## src/hdl/assert_macros.svh

```systemverilog
// Assertion macros shared by the lock arbiter RTL.
// Each macro samples on clk and is disabled while rst_n is low.
// Define NO_ASSERTIONS to compile them away.
`ifndef ASSERT_MACROS_SVH
`define ASSERT_MACROS_SVH

`ifndef NO_ASSERTIONS

`define ASSERT_ALWAYS(lbl, expr, msg) \
  lbl: assert property (@(posedge clk) disable iff (!rst_n) (expr)) else $error(msg);

`define ASSERT_SAME(lbl, ante, cons, msg) \
  lbl: assert property (@(posedge clk) disable iff (!rst_n) (ante) |-> (cons)) else $error(msg);

`define ASSERT_NEXT(lbl, ante, cons, msg) \
  lbl: assert property (@(posedge clk) disable iff (!rst_n) (ante) |=> (cons)) else $error(msg);

`else

`define ASSERT_ALWAYS(lbl, expr, msg)
`define ASSERT_SAME(lbl, ante, cons, msg)
`define ASSERT_NEXT(lbl, ante, cons, msg)

`endif

`endif

```

## src/hdl/btla_pkg.sv

```systemverilog
// Package for the bounded ticket lock arbiter: request codes, field widths,
// sequencer states and the scan control word. No dependencies.
package btla_pkg;

  localparam int NUM_THREADS_DEF = 8;

  localparam int REQ_W  = 2;
  localparam int TID_W  = 3;
  localparam int NUMO_W = 4;

  typedef logic [REQ_W-1:0] req_t;

  localparam req_t REQ_TAKE    = 2'd0;
  localparam req_t REQ_QUERY   = 2'd1;
  localparam req_t REQ_RELEASE = 2'd2;

  typedef enum logic [2:0] {
    ST_IDLE,
    ST_OWN,
    ST_SCAN,
    ST_DRAIN,
    ST_UPDATE
  } seq_state_t;

  typedef struct packed {
    logic clr;
    logic own;
    logic vld;
  } scan_ctl_t;

endpackage

```

## src/hdl/btla_ram.sv

```systemverilog
// Generic single-port-write, single-port-read RAM with registered read data.
// Self-contained; used for the per-thread ticket table.
module btla_ram #(
  parameter int WIDTH = 8,
  parameter int DEPTH = 8
) (
  input  logic                     clk,
  input  logic                     we,
  input  logic [$clog2(DEPTH)-1:0] waddr,
  input  logic [WIDTH-1:0]         wdata,
  input  logic                     re,
  input  logic [$clog2(DEPTH)-1:0] raddr,
  output logic [WIDTH-1:0]         rdata
);

  logic [WIDTH-1:0] mem [DEPTH];
  logic [WIDTH-1:0] rdata_r;

  always_ff @(posedge clk) begin
    if (we) begin
      mem[waddr] <= wdata;
    end
    if (re) begin
      rdata_r <= mem[raddr];
    end
  end

  assign rdata = rdata_r;

endmodule

```

## src/hdl/btla_scan.sv

```systemverilog
// Scan datapath: captures the requesting thread's entry and folds the ticket
// table, one entry per cycle, into a maximum number and a query block flag.
// Depends on btla_pkg.
module btla_scan
  import btla_pkg::*;
#(
  parameter int NUM_THREADS = NUM_THREADS_DEF
) (
  input  logic                               clk,
  input  scan_ctl_t                          ctl,
  input  logic                               ent_col,
  input  logic [$clog2(NUM_THREADS+1)-1:0]   ent_num,
  input  logic [$clog2(NUM_THREADS)-1:0]     ent_idx,
  input  logic [$clog2(NUM_THREADS)-1:0]     own_idx,
  input  logic                               shared_col,
  output logic                               own_col,
  output logic [$clog2(NUM_THREADS+1)-1:0]   own_num,
  output logic [$clog2(NUM_THREADS+1)-1:0]   max_num,
  output logic                               blocked
);

  localparam int NW = $clog2(NUM_THREADS + 1);

  logic          own_col_r;
  logic [NW-1:0] own_num_r;
  logic [NW-1:0] max_r;
  logic [NW-1:0] max_nxt;
  logic          blk_r;
  logic          blk_nxt;

  // The requester's own old number counts toward the maximum, since a take
  // gives it the shared color before the new number is chosen.
  always_comb begin
    max_nxt = max_r;
    blk_nxt = blk_r;
    if (ctl.clr) begin
      max_nxt = '0;
      blk_nxt = 1'b0;
    end else if (ctl.vld) begin
      if ((ent_col == shared_col || ent_idx == own_idx) && ent_num > max_r) begin
        max_nxt = ent_num;
      end
      if (ent_idx != own_idx && ent_num != '0) begin
        if (ent_col == own_col_r) begin
          if (ent_num < own_num_r || (ent_num == own_num_r && ent_idx < own_idx)) begin
            blk_nxt = 1'b1;
          end
        end else if (own_col_r == shared_col) begin
          blk_nxt = 1'b1;
        end
      end
    end
  end

  always_ff @(posedge clk) begin
    max_r <= max_nxt;
    blk_r <= blk_nxt;
    if (ctl.own) begin
      own_col_r <= ent_col;
      own_num_r <= ent_num;
    end
  end

  assign own_col = own_col_r;
  assign own_num = own_num_r;
  assign max_num = max_r;
  assign blocked = blk_r;

endmodule

```

## src/hdl/bounded_ticket_lock_arbiter.sv

```systemverilog
// Black-white bakery lock arbiter: one result word for every request word.
// Depends on btla_pkg, btla_ram, btla_scan and assert_macros.svh.
//
// A take in scan mode and a query read the requester's entry and then every
// entry of the ticket RAM, one per cycle, before the drain and update states;
// a take in counter mode, a release or an unused request code reads only the
// requester's entry before the drain and update, and a thread id outside the
// table goes straight to the update state. A new request word is accepted
// only in the idle state. The ticket RAM has a single read port. The result
// register lets a new request word enter while the previous result waits.
// Ticket numbers above 15 are reported in their low four bits.
module bounded_ticket_lock_arbiter
  import btla_pkg::*;
#(
  parameter int NUM_THREADS = NUM_THREADS_DEF
) (
  input  logic              clk,
  input  logic              rst_n,
  input  logic              cfg_valid,
  output logic              cfg_ready,
  input  logic              cfg_ticket_mode,
  input  logic              in_valid,
  output logic              in_stall,
  input  logic [REQ_W-1:0]  in_req_type,
  input  logic [TID_W-1:0]  in_thread_id,
  output logic              out_valid,
  input  logic              out_stall,
  output logic              out_granted,
  output logic              out_ticket_color,
  output logic [NUMO_W-1:0] out_ticket_number,
  output logic              out_lock_held
);

`include "assert_macros.svh"

  localparam int AW = $clog2(NUM_THREADS);
  localparam int NW = $clog2(NUM_THREADS + 1);
  localparam int EW = NW + 1;
  localparam logic [NW-1:0] NMAX  = NW'(NUM_THREADS);
  localparam logic [NW-1:0] ILAST = NW'(NUM_THREADS - 1);

  seq_state_t state_r, state_nxt;

  logic             mode_r;
  logic             shared_r, shared_nxt;
  logic [NW-1:0]    black_r, black_nxt;
  logic [NW-1:0]    white_r, white_nxt;
  logic             holder_r, holder_nxt;
  req_t             req_r;
  logic [TID_W-1:0] tid_r;
  logic [NW-1:0]    idx_r, idx_nxt;
  logic [NUM_THREADS-1:0] written_r;

  logic          rd_vld_r;
  logic          rd_own_r;
  logic [AW-1:0] rd_idx_r;

  logic          out_valid_r;
  logic          out_granted_r;
  logic          out_col_r;
  logic [NW-1:0] out_num_r;
  logic          out_held_r;

  logic          in_accept;
  logic          out_free;
  logic          in_range;
  logic          need_scan;
  logic [AW-1:0] own_addr;

  logic          ram_re;
  logic [AW-1:0] ram_raddr;
  logic          ram_we;
  logic [EW-1:0] ram_wdata;
  logic [EW-1:0] ram_rdata;
  logic [EW-1:0] ent;
  logic          upd_go;
  scan_ctl_t     scan_ctl;

  logic          own_col;
  logic [NW-1:0] own_num;
  logic [NW-1:0] max_num;
  logic          blocked;

  logic          wr_en;
  logic          wr_col;
  logic [NW-1:0] wr_num;
  logic [NW-1:0] take_num;
  logic          res_grant;
  logic          res_col;
  logic [NW-1:0] res_num;

  function automatic logic [NW-1:0] sat_inc(input logic [NW-1:0] v);
    return (v >= NMAX) ? NMAX : v + NW'(1);
  endfunction

  assign cfg_ready = 1'b1;
  assign in_accept = in_valid && !in_stall;
  assign out_free  = !out_valid_r || !out_stall;
  assign in_range  = 32'(tid_r) < 32'(NUM_THREADS);
  assign own_addr  = AW'(tid_r);
  assign need_scan = (req_r == REQ_QUERY) || (req_r == REQ_TAKE && !mode_r);

  always_comb begin
    state_nxt = state_r;
    case (state_r)
      ST_IDLE: begin
        if (in_valid) begin
          state_nxt = (32'(in_thread_id) < 32'(NUM_THREADS)) ? ST_OWN : ST_UPDATE;
        end
      end
      ST_OWN: begin
        state_nxt = need_scan ? ST_SCAN : ST_DRAIN;
      end
      ST_SCAN: begin
        if (idx_r == ILAST) begin
          state_nxt = ST_DRAIN;
        end
      end
      ST_DRAIN: begin
        state_nxt = ST_UPDATE;
      end
      ST_UPDATE: begin
        if (out_free) begin
          state_nxt = ST_IDLE;
        end
      end
      default: begin
        state_nxt = ST_IDLE;
      end
    endcase
  end

  always_comb begin
    in_stall     = 1'b1;
    ram_re       = 1'b0;
    ram_raddr    = own_addr;
    idx_nxt      = idx_r;
    upd_go       = 1'b0;
    scan_ctl.clr = 1'b0;
    scan_ctl.own = rd_vld_r && rd_own_r;
    scan_ctl.vld = rd_vld_r && !rd_own_r;
    case (state_r)
      ST_IDLE: begin
        in_stall = 1'b0;
      end
      ST_OWN: begin
        ram_re       = 1'b1;
        scan_ctl.clr = 1'b1;
        idx_nxt      = '0;
      end
      ST_SCAN: begin
        ram_re    = 1'b1;
        ram_raddr = idx_r[AW-1:0];
        idx_nxt   = idx_r + NW'(1);
      end
      ST_UPDATE: begin
        upd_go = out_free;
      end
      default: begin
        in_stall = 1'b1;
      end
    endcase
  end

  assign ent = written_r[rd_idx_r] ? ram_rdata : '0;

  btla_ram #(
    .WIDTH (EW),
    .DEPTH (NUM_THREADS)
  ) u_ram (
    .clk   (clk),
    .we    (ram_we),
    .waddr (own_addr),
    .wdata (ram_wdata),
    .re    (ram_re),
    .raddr (ram_raddr),
    .rdata (ram_rdata)
  );

  btla_scan #(
    .NUM_THREADS (NUM_THREADS)
  ) u_scan (
    .clk        (clk),
    .ctl        (scan_ctl),
    .ent_col    (ent[NW]),
    .ent_num    (ent[NW-1:0]),
    .ent_idx    (rd_idx_r),
    .own_idx    (own_addr),
    .shared_col (shared_r),
    .own_col    (own_col),
    .own_num    (own_num),
    .max_num    (max_num),
    .blocked    (blocked)
  );

  assign take_num = mode_r ? sat_inc(shared_r ? white_r : black_r) : sat_inc(max_num);

  always_comb begin
    wr_en      = 1'b0;
    wr_col     = own_col;
    wr_num     = '0;
    shared_nxt = shared_r;
    black_nxt  = black_r;
    white_nxt  = white_r;
    holder_nxt = holder_r;
    res_grant  = 1'b0;
    res_col    = own_col;
    res_num    = own_num;
    if (!in_range) begin
      res_col = 1'b0;
      res_num = '0;
    end else begin
      case (req_r)
        REQ_TAKE: begin
          wr_en   = 1'b1;
          wr_col  = shared_r;
          wr_num  = take_num;
          res_col = shared_r;
          res_num = take_num;
          if (mode_r) begin
            if (shared_r) begin
              white_nxt = take_num;
            end else begin
              black_nxt = take_num;
            end
          end
        end
        REQ_QUERY: begin
          res_grant  = (own_num != '0) && !blocked;
          holder_nxt = holder_r || res_grant;
        end
        REQ_RELEASE: begin
          wr_en      = 1'b1;
          shared_nxt = !own_col;
          holder_nxt = 1'b0;
          res_num    = '0;
          if (mode_r && own_num == NMAX) begin
            if (own_col) begin
              white_nxt = '0;
            end else begin
              black_nxt = '0;
            end
          end
        end
        default: begin
          wr_en = 1'b0;
        end
      endcase
    end
  end

  assign ram_we    = upd_go && wr_en;
  assign ram_wdata = {wr_col, wr_num};

  always_ff @(posedge clk) begin
    if (!rst_n) begin
      state_r     <= ST_IDLE;
      mode_r      <= 1'b0;
      shared_r    <= 1'b0;
      black_r     <= '0;
      white_r     <= '0;
      holder_r    <= 1'b0;
      written_r   <= '0;
      rd_vld_r    <= 1'b0;
      out_valid_r <= 1'b0;
    end else begin
      state_r  <= state_nxt;
      rd_vld_r <= ram_re;
      if (cfg_valid && cfg_ready) begin
        mode_r <= cfg_ticket_mode;
      end
      if (upd_go) begin
        shared_r <= shared_nxt;
        black_r  <= black_nxt;
        white_r  <= white_nxt;
        holder_r <= holder_nxt;
      end
      if (ram_we) begin
        written_r[own_addr] <= 1'b1;
      end
      if (upd_go) begin
        out_valid_r <= 1'b1;
      end else if (!out_stall) begin
        out_valid_r <= 1'b0;
      end
    end
  end

  always_ff @(posedge clk) begin
    idx_r    <= idx_nxt;
    rd_own_r <= (state_r == ST_OWN);
    rd_idx_r <= ram_raddr;
    if (in_accept) begin
      req_r <= in_req_type;
      tid_r <= in_thread_id;
    end
    if (upd_go) begin
      out_granted_r <= res_grant;
      out_col_r     <= res_col;
      out_num_r     <= res_num;
      out_held_r    <= holder_nxt;
    end
  end

  assign out_valid         = out_valid_r;
  assign out_granted       = out_granted_r;
  assign out_ticket_color  = out_col_r;
  assign out_ticket_number = NUMO_W'(out_num_r);
  assign out_lock_held     = out_held_r;

  `ASSERT_SAME(a_no_write_during_read, ram_we, !rd_vld_r && !ram_re, "RAM write during read")
  `ASSERT_NEXT(a_update_gives_word, upd_go, out_valid_r, "update gave no result word")
  `ASSERT_SAME(a_grant_holds_lock, out_valid_r && out_granted_r, out_held_r, "grant without lock")
  `ASSERT_ALWAYS(a_scan_in_table, state_r != ST_SCAN || 32'(idx_r) < 32'(NUM_THREADS), "bad index")

endmodule

```

## config.mk

```make
export PLATFORM = sky130hd
export DESIGN_NAME = bounded_ticket_lock_arbiter
export DESIGN_NICKNAME = d
export VERILOG_FILES = /design/src/hdl/btla_pkg.sv /design/src/hdl/btla_ram.sv /design/src/hdl/btla_scan.sv /design/src/hdl/bounded_ticket_lock_arbiter.sv
export VERILOG_INCLUDE_DIRS = /design/src /design/src/hdl
export SDC_FILE = /design/constraint.sdc
export NUM_CORES = 1
export LEC_CHECK = 0
export ABC_AREA = 1
export BUFFER_PORTS_ARGS = -buffer_cell sky130_fd_sc_hd__buf_2
export CAP_MARGIN = 20
export CORE_MARGIN = 3
export CORE_UTILIZATION = 50
export DETAILED_ROUTE_END_ITERATION = 10
export GPL_TIMING_DRIVEN = 0
export PLACE_DENSITY = 0.69
export SKIP_CTS_REPAIR_TIMING = 1
export SLEW_MARGIN = 40
export SYNTH_ARGS = -nofsm -noshare
export SYNTH_HDL_FRONTEND = slang
export SYNTH_SLANG_ARGS = --single-unit
```

## constraint.sdc

```tcl
create_clock -name clk -period 3.8 [get_ports clk]
set_input_delay 0.95 -clock clk [delete_from_list [all_inputs] [get_ports clk]]
set_output_delay 0.95 -clock clk [all_outputs]
set_load 0.005 [all_outputs]
```

* Word level (Yosys, flattened, before mapping) *
Memory sizes are Yosys's and may differ from the RTL's. A register that Yosys moved wholly into a read port is not among the register bits.
Cells that the tools add are included.

storage, ports and cells
  logic and storage cells = 139
  bits of input ports = 11
  memories kept = 1
  output and inout port bits = 10
  bits in registers = 54
  memory bits (writable) = 40

operators by class
  add/subtract/negate cells = 3
  reduce and logical (&&, ||, !) cells = 37
  eq/ne operators = 25
  muxes and demuxes = 42
  magnitude comparators = 8
  bitwise gates (word level) = 1

memories
  name       words  width  read ports  clocked after Yosys merged registers in  write ports  RTL line        source
  u_ram.mem  8      5      1           1                                        1            btla_ram.sv:16  logic [WIDTH-1:0] mem [DEPTH];

operators by type and width
  cell                   count
  $mux W4                13
  $pmux W4 S2            4
  $ne A2 B2 Y1 const B   9
  $mux W1                16
  $pmux W3 S5            1
  $add A4 B1 Y4 const B  3
  $mux W3                4
  $reduce_and A6 Y1      2
  $logic_and A1 B1 Y1    11
  $ge A4 B4 Y1 const B   2
  $lt A3 B4 Y1 const B   2
  $or A8 B8 Y8           1
  $reduce_bool A4 Y1     2
  $eq A3 B2 Y1 const B   2
  $logic_not A1 Y1       6
  $reduce_bool A2 Y1     3
  $logic_or A1 B1 Y1     5
  $mux W5                1
  $eq A4 B3 Y1 const B   1
  $eq A4 B4 Y1           1
  $eq A4 B4 Y1 const B   1
  $gt A4 B4 Y1           1
  $lt A4 B4 Y1           1
  $ne A2 B1 Y1 const B   2
  other kinds (18)       22

* Logic depth before layout (Yosys ltp) *
Gate-level depths: netlist of run 1.

  depth after elaboration = 8
  gate-level depth with buffers = 17

* Hierarchy *
Synthesis of run 1 repeated with hierarchy kept, for this count alone.

second synthesis, totals
  cell total of the unflattened synthesis = 571
  area, all modules = 4890.9 sq um

modules (own cells, without submodules)
  module                       times used  seq. area each (sq um)  area each (sq um)  cells an instance
  bounded_ticket_lock_arbiter  1           1041.0                  2248.4             289
  btla_ram                     1           1351.3                  1963.1             195
  btla_scan                    1           250.2                   679.4              87

* Least setup slack after synthesis of run 1 *
No wires, ideal clock.

  kind = reg-to-reg
  start point = register rd_idx_r[0]
  end point = register u_scan.max_r[0], in the netlist u_scan.max_num[0]
  clock period less this slack = 2083 ps
  data required time = 3686 ps
  path slack = 1717 ps
  arrival = 1969 ps
  cell stages (with the launch flop) = 16
  cells stage by stage = dfxtp_1 -> inv_2 -> nand2_1 -> nand3_1 -> nand3_2 -> nand2_4 -> nor2_1 -> ha_1 -> a21oi_1 -> a21oi_1 -> o21ai_0 -> nand3_2 -> nand3_4 -> nand2_1 -> nand2_1 -> nor2_2

between the ends
  elaborated cells between the ends (all ways) = 9

RTL lines
  what                                RTL line                            source
  from (decl)                         bounded_ticket_lock_arbiter.sv:56   logic [AW-1:0] rd_idx_r;
  from (signal assigned)              bounded_ticket_lock_arbiter.sv:292  rd_idx_r <= ram_raddr;
  $bmux W1 S3                         bounded_ticket_lock_arbiter.sv:165  assign ent = written_r[rd_idx_r] ? ram_rdata : '0;
  $mux W1 (implied by the code)       bounded_ticket_lock_arbiter.sv:165
  $mux W5                             bounded_ticket_lock_arbiter.sv:165
  named net ent[1]                    bounded_ticket_lock_arbiter.sv:75   logic [EW-1:0] ent;
  $gt A4 B4 Y1                        btla_scan.sv:40                     if ((ent_col == shared_col || ent_idx == own_idx) && ent_num > max_r) begin
  $logic_and A1 B1 Y1                 btla_scan.sv:40
  $reduce_and A2 Y1 (no source line)  -
  to (signal assigned)                btla_scan.sv:56                     max_r <= max_nxt;
  to (decl)                           btla_scan.sv:26                     logic [NW-1:0] max_r;

The timed path passes the listed nets, and every way through them passes these cells. The select of a mux whose other input is x is not followed.
A chain may end at the register's enable or synchronous reset.

* Final worst setup path of run 1 *
  start point = register rd_idx_r[0]
  end point = register u_scan.max_r[2], in the netlist u_scan.max_num[2]

The elaborated chain is that of the path after synthesis.

==> flow_summary_export.csv, run 1 <==
group,metric,value,unit
run_status,outcome,"finished, final reports clean",
global_routing,grtUsageTotal,20.9,%
route,wl_per_cell,15.6,um
placement,pre_cts_slack,1250,ps
timing,setup_viol,0,
clock_network,htreeDepth,3,
timing,hold_viol,0,
timing,slew-limit-headroom,48.2,%
global_routing,grt_overflow,0,
global_routing,antenna_found_initial,0,
global_routing,grt_pass1_wl,16700,um
route,wirelength,9860,um
synthesis,syn_avg_cell_area,9.57,um^2
timing,max_freq,394,MHz
clock_network,clock_path_buffers,2,
clock_network,root_buffer,"clkbuf_8",
finish,drive_gt1_share,17.7,%
route,drtAntennaViolNets,0,
synthesis,synthSimpleGateAreaFrac,20.1,%
synthesis,yosysSeqAreaShare,56.4,%
clock_network,clock-sinks,99,
placement,hpwl,7390,um
finish,fillers,794,
synthesis,ys_seq_elements,99,
synthesis,syn_nets,517,
synthesis,yosys_warnings,0,
clock_network,cts_made_buffers,9,
timing,finClkSkew,21.1,ps
synthesis,synth_top_family_by_area,"simple AND/OR/NAND/NOR gates",
clock_network,cts_tree,"done",
floorplan,fp-row-count,34,
finish,area_growth,9.31,%
critical_path,arrival,2800,ps
critical_path,cp.required,4070,ps
synthesis,synth-xor-area-share,0.187,%
timing,slew_violations,0,
synthesis,syn_inst,490,
timing,worst_pin_slew,772,ps
route,vias_per_cell,5.28,
placement,port-buffer-count,19,
synthesis,synth_compound_area_share,11.6,%
pwr,cellLeakagePower,2.11,nW
timing,rsz0062_at_grt,"no",
route,routed-via-count,3345,
critical_path,start_kind,"flip-flop",
critical_path,critPathKind,"flip-flop to flip-flop",
floorplan,num_io_pins,21,
placement,gp_congestion,0.830,
floorplan,core_area,0.00893,mm^2
timing,layout_setup_ws,1270,ps
synthesis,synth.cell_area,0.00469,mm^2
floorplan,die_area,0.0106,mm^2
synthesis,synthAdderAreaFrac,4.27,%
route,drt_iter0_drc,230,
global_routing,grt_max_degree,20,
floorplan,start_util,52.5,%
finish,final_nets,547,
critical_path,endpoint_kind,"flip-flop",
route,firstDrtPassIters,5,
finish,diodes,0,
clock_network,clock_latency,380,ps
critical_path,critPathMaxFanout,6,
clock_network,clkTransAtPathRegs,100,ps
hold_path,hold_class,"flip-flop to flip-flop",
job,maxCapViolations,0,
synthesis,synth_mux_area_share,0,%
timing,finalCritPeriodShare,66.7,%
synthesis,synth_cell_types,46,
finish,final_common_cell,"nand2_1",
pwr,powerDensity,558,mW/mm^2
floorplan,dieHeight,103,um
timing,period_needed,2530,ps
global_routing,first_global_vias,3404,
floorplan,die_x,103,um
pwr,ir_drop,305,uV
timing,finalSetupTns,0,ps
finish,final_cell_mix,"nand2_1 (90), nor2_1 (78), edfxtp_1 (66)",
route,drc_errors,0,
[layout make-up]
cell class | count | area (um^2) | share of cell area, %
inverter | 70 | 270 | 5.27
multi-input combinational | 310 | 1700 | 33.1
timing repair buffer | 19 | 95.1 | 1.86
clock inverter | 6 | 78.8 | 1.54
clock buffer | 10 | 128 | 2.49
tap | 108 | 135 | 2.64
buffer | 11 | 78.8 | 1.54
sequential | 99 | 2640 | 51.6
[cells in the mapped netlist, drive strengths merged]
library cell / number / area [um^2]
dfxtp: 33 / 661
a211oi: 1 / 20.0
nand2: 96 / 390
nand4: 3 / 18.8
a2111oi: 1 / 10.0
a21boi: 1 / 7.51
clkinv: 1 / 8.76
nand3: 16 / 118
or4: 1 / 7.51
clkbuf: 2 / 7.51
nand3b: 1 / 7.51
conb: 1 / 3.75
o2111ai: 2 / 17.5
ha: 16 / 200
nor3: 4 / 30.0
xor2: 1 / 8.76
o21bai: 2 / 15.0
a21oi: 23 / 130
edfxtp: 66 / 1980
o22ai: 12 / 75.1
o21a: 2 / 15.0
inv: 69 / 262
and2: 1 / 6.26
nor2: 86 / 358
or2: 1 / 6.26
a22oi: 1 / 7.51
o21ai: 36 / 229
o41ai: 1 / 8.76
buf: 9 / 71.3
a31oi: 1 / 6.26
[logic make-up (layout without fill, tap and decap cells)]
group | count (synthesis) | after routing
flip-flops | 99 | 99
AND/OR/NAND/NOR | 209 | 209
buffers and inverters | 81 | 116
XOR/XNOR | 1 | 1
other | 1 | 1
adder cells (fa/ha/maj) | 16 | 16
AO/OA/AOI/OAI | 83 | 83
[report_power, final]
group          leakage, nW  switching [mW]  total (mW)  internal (mW)
logic                 1.12           0.539       0.810          0.270
clock network        0.105           0.391       0.711          0.320
registers            0.882          0.0662        1.34           1.27
[flip-flops by register name (all words and copies together) (netlist names), 2 cells and up]
name and flops:
u_ram.rdata 5, req_r 2, state_r 3, rd_idx_r 3, u_ram.mem 40, written_r 8, u_scan.max_num 4, out_ticket_number 4
idx_r 4, own_addr 3, u_scan.own_num 4, white_r 4, black_r 4
[per-layer routing]
metal	vias to the layer above	GRT usage, %	routed length [um]
met5	-	0	0
met4	0	7.27	149
met3	12	3.32	381
met2	78	33.3	4640
met1	1575	29.3	4690
li1	1680	-	-
[stage by stage]
step	hold WS, ps	cell area [um^2]	power (mW)	utilization [%]	cells
6_report	465	5120	2.86	57.4	633
5_1_grt	482	5120	3.04	57.4	633
4_1_cts	467	5120	2.87	57.4	633
3_5_place_dp	452	4920	2.17	55.1	617
3_3_place_gp	448	4920	2.14	55.1	617
2_1_floorplan	434	4690	1.96	-	490
[critical path: stages, from the launching register on]
cell and delay, ps:
dfxtp_1 450, inv_2 100, nand2_1 80, nand3_1 80, nand3_2 170, nand2_4 100
nor2_1 320, ha_1 320, a21oi_1 150, a21oi_1 60, o21ai_0 200, nand3_2 130
nand3_4 120, nand2_1 60, nand2_1 70, nor2_2 40
[worst paths after layout]
path,from,endpoint,slack [ps],cells after the start
worst min-delay path,white_r[0]$_SDFFE_PN0P_,white_r[0]$_SDFFE_PN0P_,470,2
worst max register to register,rd_idx_r[0]$_DFF_P_,u_scan.max_num[2]$_SDFFE_PP0P_,1270,15
worst max-delay path,rd_idx_r[0]$_DFF_P_,u_scan.max_num[2]$_SDFFE_PP0P_,1270,15
worst min register to register,white_r[0]$_SDFFE_PN0P_,white_r[0]$_SDFFE_PN0P_,470,2
Power figures use the tool's default switching activity.
==> run 2: changes to the inputs <==
--- a/config.mk
+++ b/config.mk
@@ -6,7 +6,7 @@
 export SDC_FILE = /design/constraint.sdc
 export NUM_CORES = 1
 export LEC_CHECK = 0
-export ABC_AREA = 1
+export ABC_AREA = 0
 export BUFFER_PORTS_ARGS = -buffer_cell sky130_fd_sc_hd__buf_2
 export CAP_MARGIN = 20
 export CORE_MARGIN = 3
==> constraint.sdc (replaced) <==
create_clock -name clk -period 2.5 [get_ports clk]
set_input_delay 0.625 -clock clk [delete_from_list [all_inputs] [get_ports clk]]
set_output_delay 0.625 -clock clk [all_outputs]
set_load 0.005 [all_outputs]
==> run 2 against run 1 <==
The flow now finishes with violations (negative setup slack). Routed wire length decreased by 6.0%. Non-clock buffer count increased by 10. Power increased by 13%. Combinational power decreased by 52%.
==> flow_summary_export.csv, run 2 <==
group,metric,value,unit
clock_network,root_buffer,"clkbuf_8",
synthesis,yosys_warnings,0,
critical_path,start_kind,"flip-flop",
timing,setup_viol,8,
timing,finalCritPeriodShare,114,%
clock_network,cts_tree,"done",
critical_path,critPathMaxStageDelay,500,ps
placement,pre_cts_slack,-345,ps
finish,largest_reg_flops,40,
floorplan,core_area,0.00876,mm^2
run_status,outcome,"finished, violations left",
floorplan,die_area,0.0102,mm^2
finish,regMostFlops,"u_ram.mem",
route,vias_per_cell,5.50,
synthesis,synth.cell_area,0.00451,mm^2
global_routing,grt_max_degree,19,
route,drc_errors,0,
job,maxCapViolations,0,
synthesis,synth-edff-count,66,
timing,slew-limit-headroom,50.7,%
route,routed-via-count,3056,
global_routing,antenna_found_initial,0,
clock_network,clkTransAtPathRegs,90,ps
route,wirelength,9270,um
critical_path,arrival,3150,ps
timing,finalHoldWorstSlack,433,ps
clock_network,htreeDepth,3,
synthesis,ys_seq_elements,99,
synthesis,yosysTopAreaCell,"edfxtp_1",
route,drt_iter0_drc,244,
timing,max_freq,351,MHz
critical_path,crit_top_cell,"a21oi_2",
route,wl_per_cell,16.7,um
clock_network,clock_path_buffers,2,
critical_path,slowest_stage,"mux4_2",
synthesis,yosysSeqAreaShare,58.6,%
critical_path,critPathMaxFanout,5,
placement,port-buffer-count,19,
critical_path,cp.required,2800,ps
synthesis,synth_most_common_cell,"edfxtp_1",
synthesis,synth_top_area_share,43.9,%
timing,period_needed,2850,ps
timing,slew_violations,0,
placement,hpwl,6530,um
synthesis,synth_top_family_by_area,"simple AND/OR/NAND/NOR gates",
timing,rsz0062_at_grt,"yes",
global_routing,grt_pass1_wl,14900,um
global_routing,grtUsageTotal,19.1,%
global_routing,grt_overflow,0,
critical_path,crit_chain,"mux4_2 -> mux2_4 -> and2_4 -> ha_4 -> nand2b_4 -> a21oi_4 -> a21oi_2 -> o31a_1 -> or3_1 -> a21oi_2",
floorplan,start_util,51.5,%
synthesis,yosys-top-cells-area,"edfxtp_1 (44%), dfxtp_1 (15%), nand2_1 (4.7%), ha_1 (4.4%), nor2_1 (3.4%)",
synthesis,async_flop_share,0,%
synthesis,synth-xor-area-share,1.17,%
clock_network,clock_latency,370,ps
timing,hold_viol,0,
finish,final_nets,470,
pwr,powerDensity,636,mW/mm^2
clock_network,cts_made_buffers,9,
critical_path,endpoint_kind,"flip-flop",
synthesis,syn_inst,408,
synthesis,synthAdderAreaFrac,4.44,%
floorplan,fp-row-count,34,
floorplan,die_x,101,um
floorplan,dieHeight,101,um
pwr,ir_drop,384,uV
finish,area_growth,12.5,%
synthesis,synth_cell_types,58,
critical_path,cp_top_family,"multiplexers",
route,firstDrtPassIters,4,
finish,final_common_cell,"edfxtp_1",
synthesis,synth_mux_area_share,5.33,%
synthesis,syn_nets,435,
critical_path,path_buf_inv,0,
synthesis,netlist_top_cells_count,"edfxtp_1 (66), nand2_1 (56), nor2_1 (41)",
floorplan,num_io_pins,21,
route,drtAntennaViolNets,0,
clock_network,clock-sinks,99,
run_status,violations,"negative setup slack",
placement,gp_congestion,0.879,
hold_path,hold_class,"input pin to flip-flop",
synthesis,synth_ff_type,"edfxtp_1",
pwr,cellLeakagePower,1.94,nW
timing,worst_pin_slew,737,ps
global_routing,first_global_vias,2991,
finish,diodes,0,
critical_path,critPathKind,"flip-flop to flip-flop",
finish,drive_gt1_share,19.0,%
timing,finClkSkew,16.9,ps
finish,final_cell_mix,"edfxtp_1 (66), nand2_1 (55), nor2_1 (37)",
timing,layout_setup_ws,-348,ps
synthesis,syn_avg_cell_area,11.1,um^2
synthesis,synth_compound_area_share,8.18,%
synthesis,synthSimpleGateAreaFrac,18.4,%
run 2: changes by cell type after synthesis, moves of 6 or more:
cell	previous run	this run
mux2i_1	0	15
nand3b_1	1	7
nor2_1	78	41
o21ai_2	10	0
o22ai_1	12	2
and2_1	1	15
inv_2	11	1
inv_1	57	23
a21oi_1	21	13
nand3_1	10	24
o21ai_1	13	2
nand2_1	90	56
run 2: layout make-up:
cell class	instances	area, um^2
Clock inverter	6	56.3
Sequential cell	99	2650
Buffer	15	77.6
Timing Repair Buffer	25	140
Tap cell	108	135
Inverter	24	90.1
Clock buffer	10	128
Fill cell	736	3690
Multi-Input combinational cell	269	1800
run 2: kinds of logic after synthesis:
family                   after synthesis
AO/OA/AOI/OAI                         55
XOR/XNOR                               6
adder cells (fa/ha/maj)               16
buffers and inverters                 40
flip-flops                            99
multiplexers                          20
other                                  1
AND/OR/NAND/NOR                      171
run 2: layer usage:
layer  global-route usage, %  share of wire (%)  up-vias
li1                        -                  -     1500
met1                    27.4                 45     1455
met2                    29.1                 46       84
met3                    2.98                6.0       17
met4                    7.98                2.4        0
met5                       0                  0        -
run 2: worst reg2reg max path, stage by stage (launching register included):
cell,delay [ps]
dfxtp_4,380
mux4_2,500
mux2_4,320
and2_4,170
ha_4,280
nand2b_4,70
a21oi_4,160
a21oi_2,70
o31a_1,310
or3_1,400
a21oi_2,140
run 2: path summary, 6_finish.rpt:
check                                  from                        endpoint  slack (ps)  depth (start not counted)
hold reg to reg   written_r[1]$_SDFFE_PN0P_       written_r[1]$_SDFFE_PN0P_         480                          1
setup / recovery        rd_idx_r[0]$_DFF_P_  u_scan.max_num[0]$_SDFFE_PP0P_        -350                         10
hold / removal              in_thread_id[1]           own_addr[1]$_DFFE_PP_         430                          1
setup reg to reg        rd_idx_r[0]$_DFF_P_  u_scan.max_num[0]$_SDFFE_PP0P_        -350                         10
run 2: stage by stage:
step / power (mW) / cell area [um^2] / utilization (%) / instances / setup TNS [ps]
4_1_cts: 3.23 / 4940 / 56.4 / 551 / -6910
3_3_place_gp: 2.27 / 4760 / 54.3 / 535 / -5380
2_1_floorplan: 2.16 / 4530 / - / 408 / -155
3_5_place_dp: 2.29 / 4760 / 54.3 / 535 / -6210
6_report: 3.23 / 5070 / 57.9 / 556 / -1310
5_1_grt: 3.36 / 5070 / 57.9 / 556 / -2530
run 2: power breakdown:
part | leakage [nW] | internal, mW | switching [mW]
registers | 0.870 | 1.82 | 0.0575
logic | 0.980 | 0.138 | 0.248
clock network | 0.0909 | 0.383 | 0.584
==> run 3: changes to the inputs <==
--- a/config.mk
+++ b/config.mk
@@ -9,10 +9,9 @@
 export ABC_AREA = 0
 export BUFFER_PORTS_ARGS = -buffer_cell sky130_fd_sc_hd__buf_2
 export CAP_MARGIN = 20
-export CORE_MARGIN = 3
+export CORE_MARGIN = 4
 export CORE_UTILIZATION = 50
 export DETAILED_ROUTE_END_ITERATION = 10
-export GPL_TIMING_DRIVEN = 0
 export PLACE_DENSITY = 0.69
 export SKIP_CTS_REPAIR_TIMING = 1
 export SLEW_MARGIN = 40
==> run 3 against run 2 <==
The run still ends with negative setup slack left. Fmax is 2.7% higher. Die area is 4.0% higher. Clock power is 3.0% higher. Final area is 0.76% higher. Non-clock buffer count stayed put. Global-route usage is 0.055 points lower. Flip-flop and latch count stayed put. Critical path depth stayed put. Worst setup slack better by 74 ps. Worst hold slack better by 3.4 ps. Largest power group unchanged.
==> flow_summary_export.csv, run 3 (same netlist as run 2, synthesis figures left out) <==
group,metric,value,unit
clock_network,cts_tree,"done",
floorplan,dieHeight,103,um
critical_path,r2r_start,"rd_idx_r[0]$_DFF_P_",
global_routing,first_global_vias,2993,
route,firstDrtPassIters,5,
clock_network,clock_latency,360,ps
finish,fillers,720,
critical_path,setup.worst_path.start,"rd_idx_r[0]$_DFF_P_",
timing,slew-limit-headroom,54.8,%
critical_path,crit_top_cell,"and2_4",
timing,finalCritPeriodShare,111,%
route,routed-via-count,3080,
run_status,violations,"negative setup slack",
timing,finalHoldWorstSlack,436,ps
clock_network,htreeDepth,3,
route,wirelength,9410,um
pwr,ir_drop,387,uV
floorplan,fp-row-count,34,
floorplan,core_area,0.00876,mm^2
finish,final_util,58.4,%
finish,final_common_cell,"edfxtp_1",
clock_network,root_buffer,"clkbuf_8",
placement,gp_congestion,0.891,
hold_path,hold_class,"input pin to flip-flop",
timing,worst_pin_slew,675,ps
timing,rsz0062_at_grt,"yes",
floorplan,num_io_pins,21,
timing,slew_violations,0,
pwr,cellLeakagePower,1.98,nW
placement,port-buffer-count,19,
critical_path,cp.required,2800,ps
route,drtAntennaViolNets,0,
clock_network,clkTransAtPathRegs,100,ps
route,drt_iter0_drc,194,
critical_path,slowest_stage,"mux4_2",
critical_path,endpoint_kind,"flip-flop",
placement,hpwl,6680,um
critical_path,critPathMaxFanout,6,
clock_network,clock_path_buffers,2,
floorplan,start_util,51.5,%
route,drc_errors,0,
global_routing,grt_max_degree,22,
timing,finClkSkew,13.6,ps
global_routing,antenna_found_initial,0,
route,vias_per_cell,5.54,
finish,drive_gt1_share,19.4,%
timing,finalSetupTns,-523,ps
timing,layout_setup_ws,-274,ps
critical_path,start_kind,"flip-flop",
finish,regMostFlops,"u_ram.mem",
timing,period_needed,2770,ps
floorplan,die_x,103,um
clock_network,clock-sinks,99,
run_status,outcome,"finished, violations left",
global_routing,grtUsageTotal,19.1,%
critical_path,arrival,3070,ps
finish,diodes,0,
finish,largest_reg_flops,40,
critical_path,critPathKind,"flip-flop to flip-flop",
global_routing,grt_pass1_wl,15300,um
clock_network,cts_made_buffers,9,
hold_path,worstHoldStart,"in_req_type[1]",
finish,area_growth,13.4,%
route,wl_per_cell,16.9,um
finish,final_cell_mix,"edfxtp_1 (66), nand2_1 (54), nor2_1 (41)",
job,maxCapViolations,0,
finish,stdcell_area,0.00511,mm^2
timing,max_freq,361,MHz
critical_path,crit_chain,"mux4_2 -> mux2_4 -> and2_4 -> ha_4 -> and2_4 -> a21oi_4 -> o22ai_1 -> o31a_1 -> or3_4 -> a21oi_2",
finish,final_nets,470,
global_routing,grt_overflow,0,
floorplan,die_area,0.0106,mm^2
critical_path,critPathMaxStageDelay,490,ps
pwr,powerDensity,638,mW/mm^2
placement,place_area,0.00483,mm^2
timing,hold_viol,0,
timing,setup_viol,3,
run 3: cell count changes in the layout (fill, tap and decap cells not counted), moves of 3 or more:
cell	delta
buf_2	-4
buf_4	+13
clkbuf_1	-8
nor2_1	+4
nor2_2	-4
o21ai_0	+3
run 3: area by class of cell:
type	instances	area (um^2)	share of cell area (%)
Sequential cell	99	2650	51.7
Multi-Input combinational cell	269	1800	35.1
Timing Repair Buffer	40	253	4.94
Tap cell	108	135	2.64
Inverter	24	90.1	1.76
Clock buffer	9	124	2.42
Clock inverter	7	70.1	1.37
run 3: path summary, 6_finish.rpt:
check / end / slack, ps / depth (start not counted)
max: u_scan.max_num[0]$_SDFFE_PP0P_ / -270 / 10
min: req_r[1]$_DFFE_PP_ / 440 / 1
max reg2reg: u_scan.max_num[0]$_SDFFE_PP0P_ / -270 / 10
min reg2reg: written_r[1]$_SDFFE_PN0P_ / 480 / 1
run 3: report_power, final:
group	switching, mW	internal, mW	leakage (nW)	total, mW
logic	0.243	0.144	1.01	0.387
clock network	0.605	0.390	0.100	0.996
registers	0.0618	1.82	0.870	1.88
run 3: layer usage:
metal / vias up / share of wire, % / GRT usage, %
met4: 0 / 1.1 / 5.78
li1: 1503 / - / -
met1: 1494 / 47 / 27.3
met2: 72 / 46 / 29.7
met3: 11 / 5.0 / 3.59
met5: - / 0 / 0
run 3: per-stage QoR:
step	cells	worst slack, ps	power, mW
CTS	556	-302	3.27
detailed placement	540	-297	2.29
global placement	540	-170	2.28
floorplan	408	-127	2.16
global route	556	-363	3.40
finish	556	-274	3.26
run 3: worst max-delay path: cells and delay by family, from the launching register on:
| kind | cells | cell delay (ps) |
|---|---|---|
| AO/OA/AOI/OAI | 4 | 640 |
| adder cells (fa/ha/maj) | 1 | 240 |
| flip-flops | 1 | 380 |
| multiplexers | 2 | 800 |
| AND/OR/NAND/NOR | 3 | 660 |
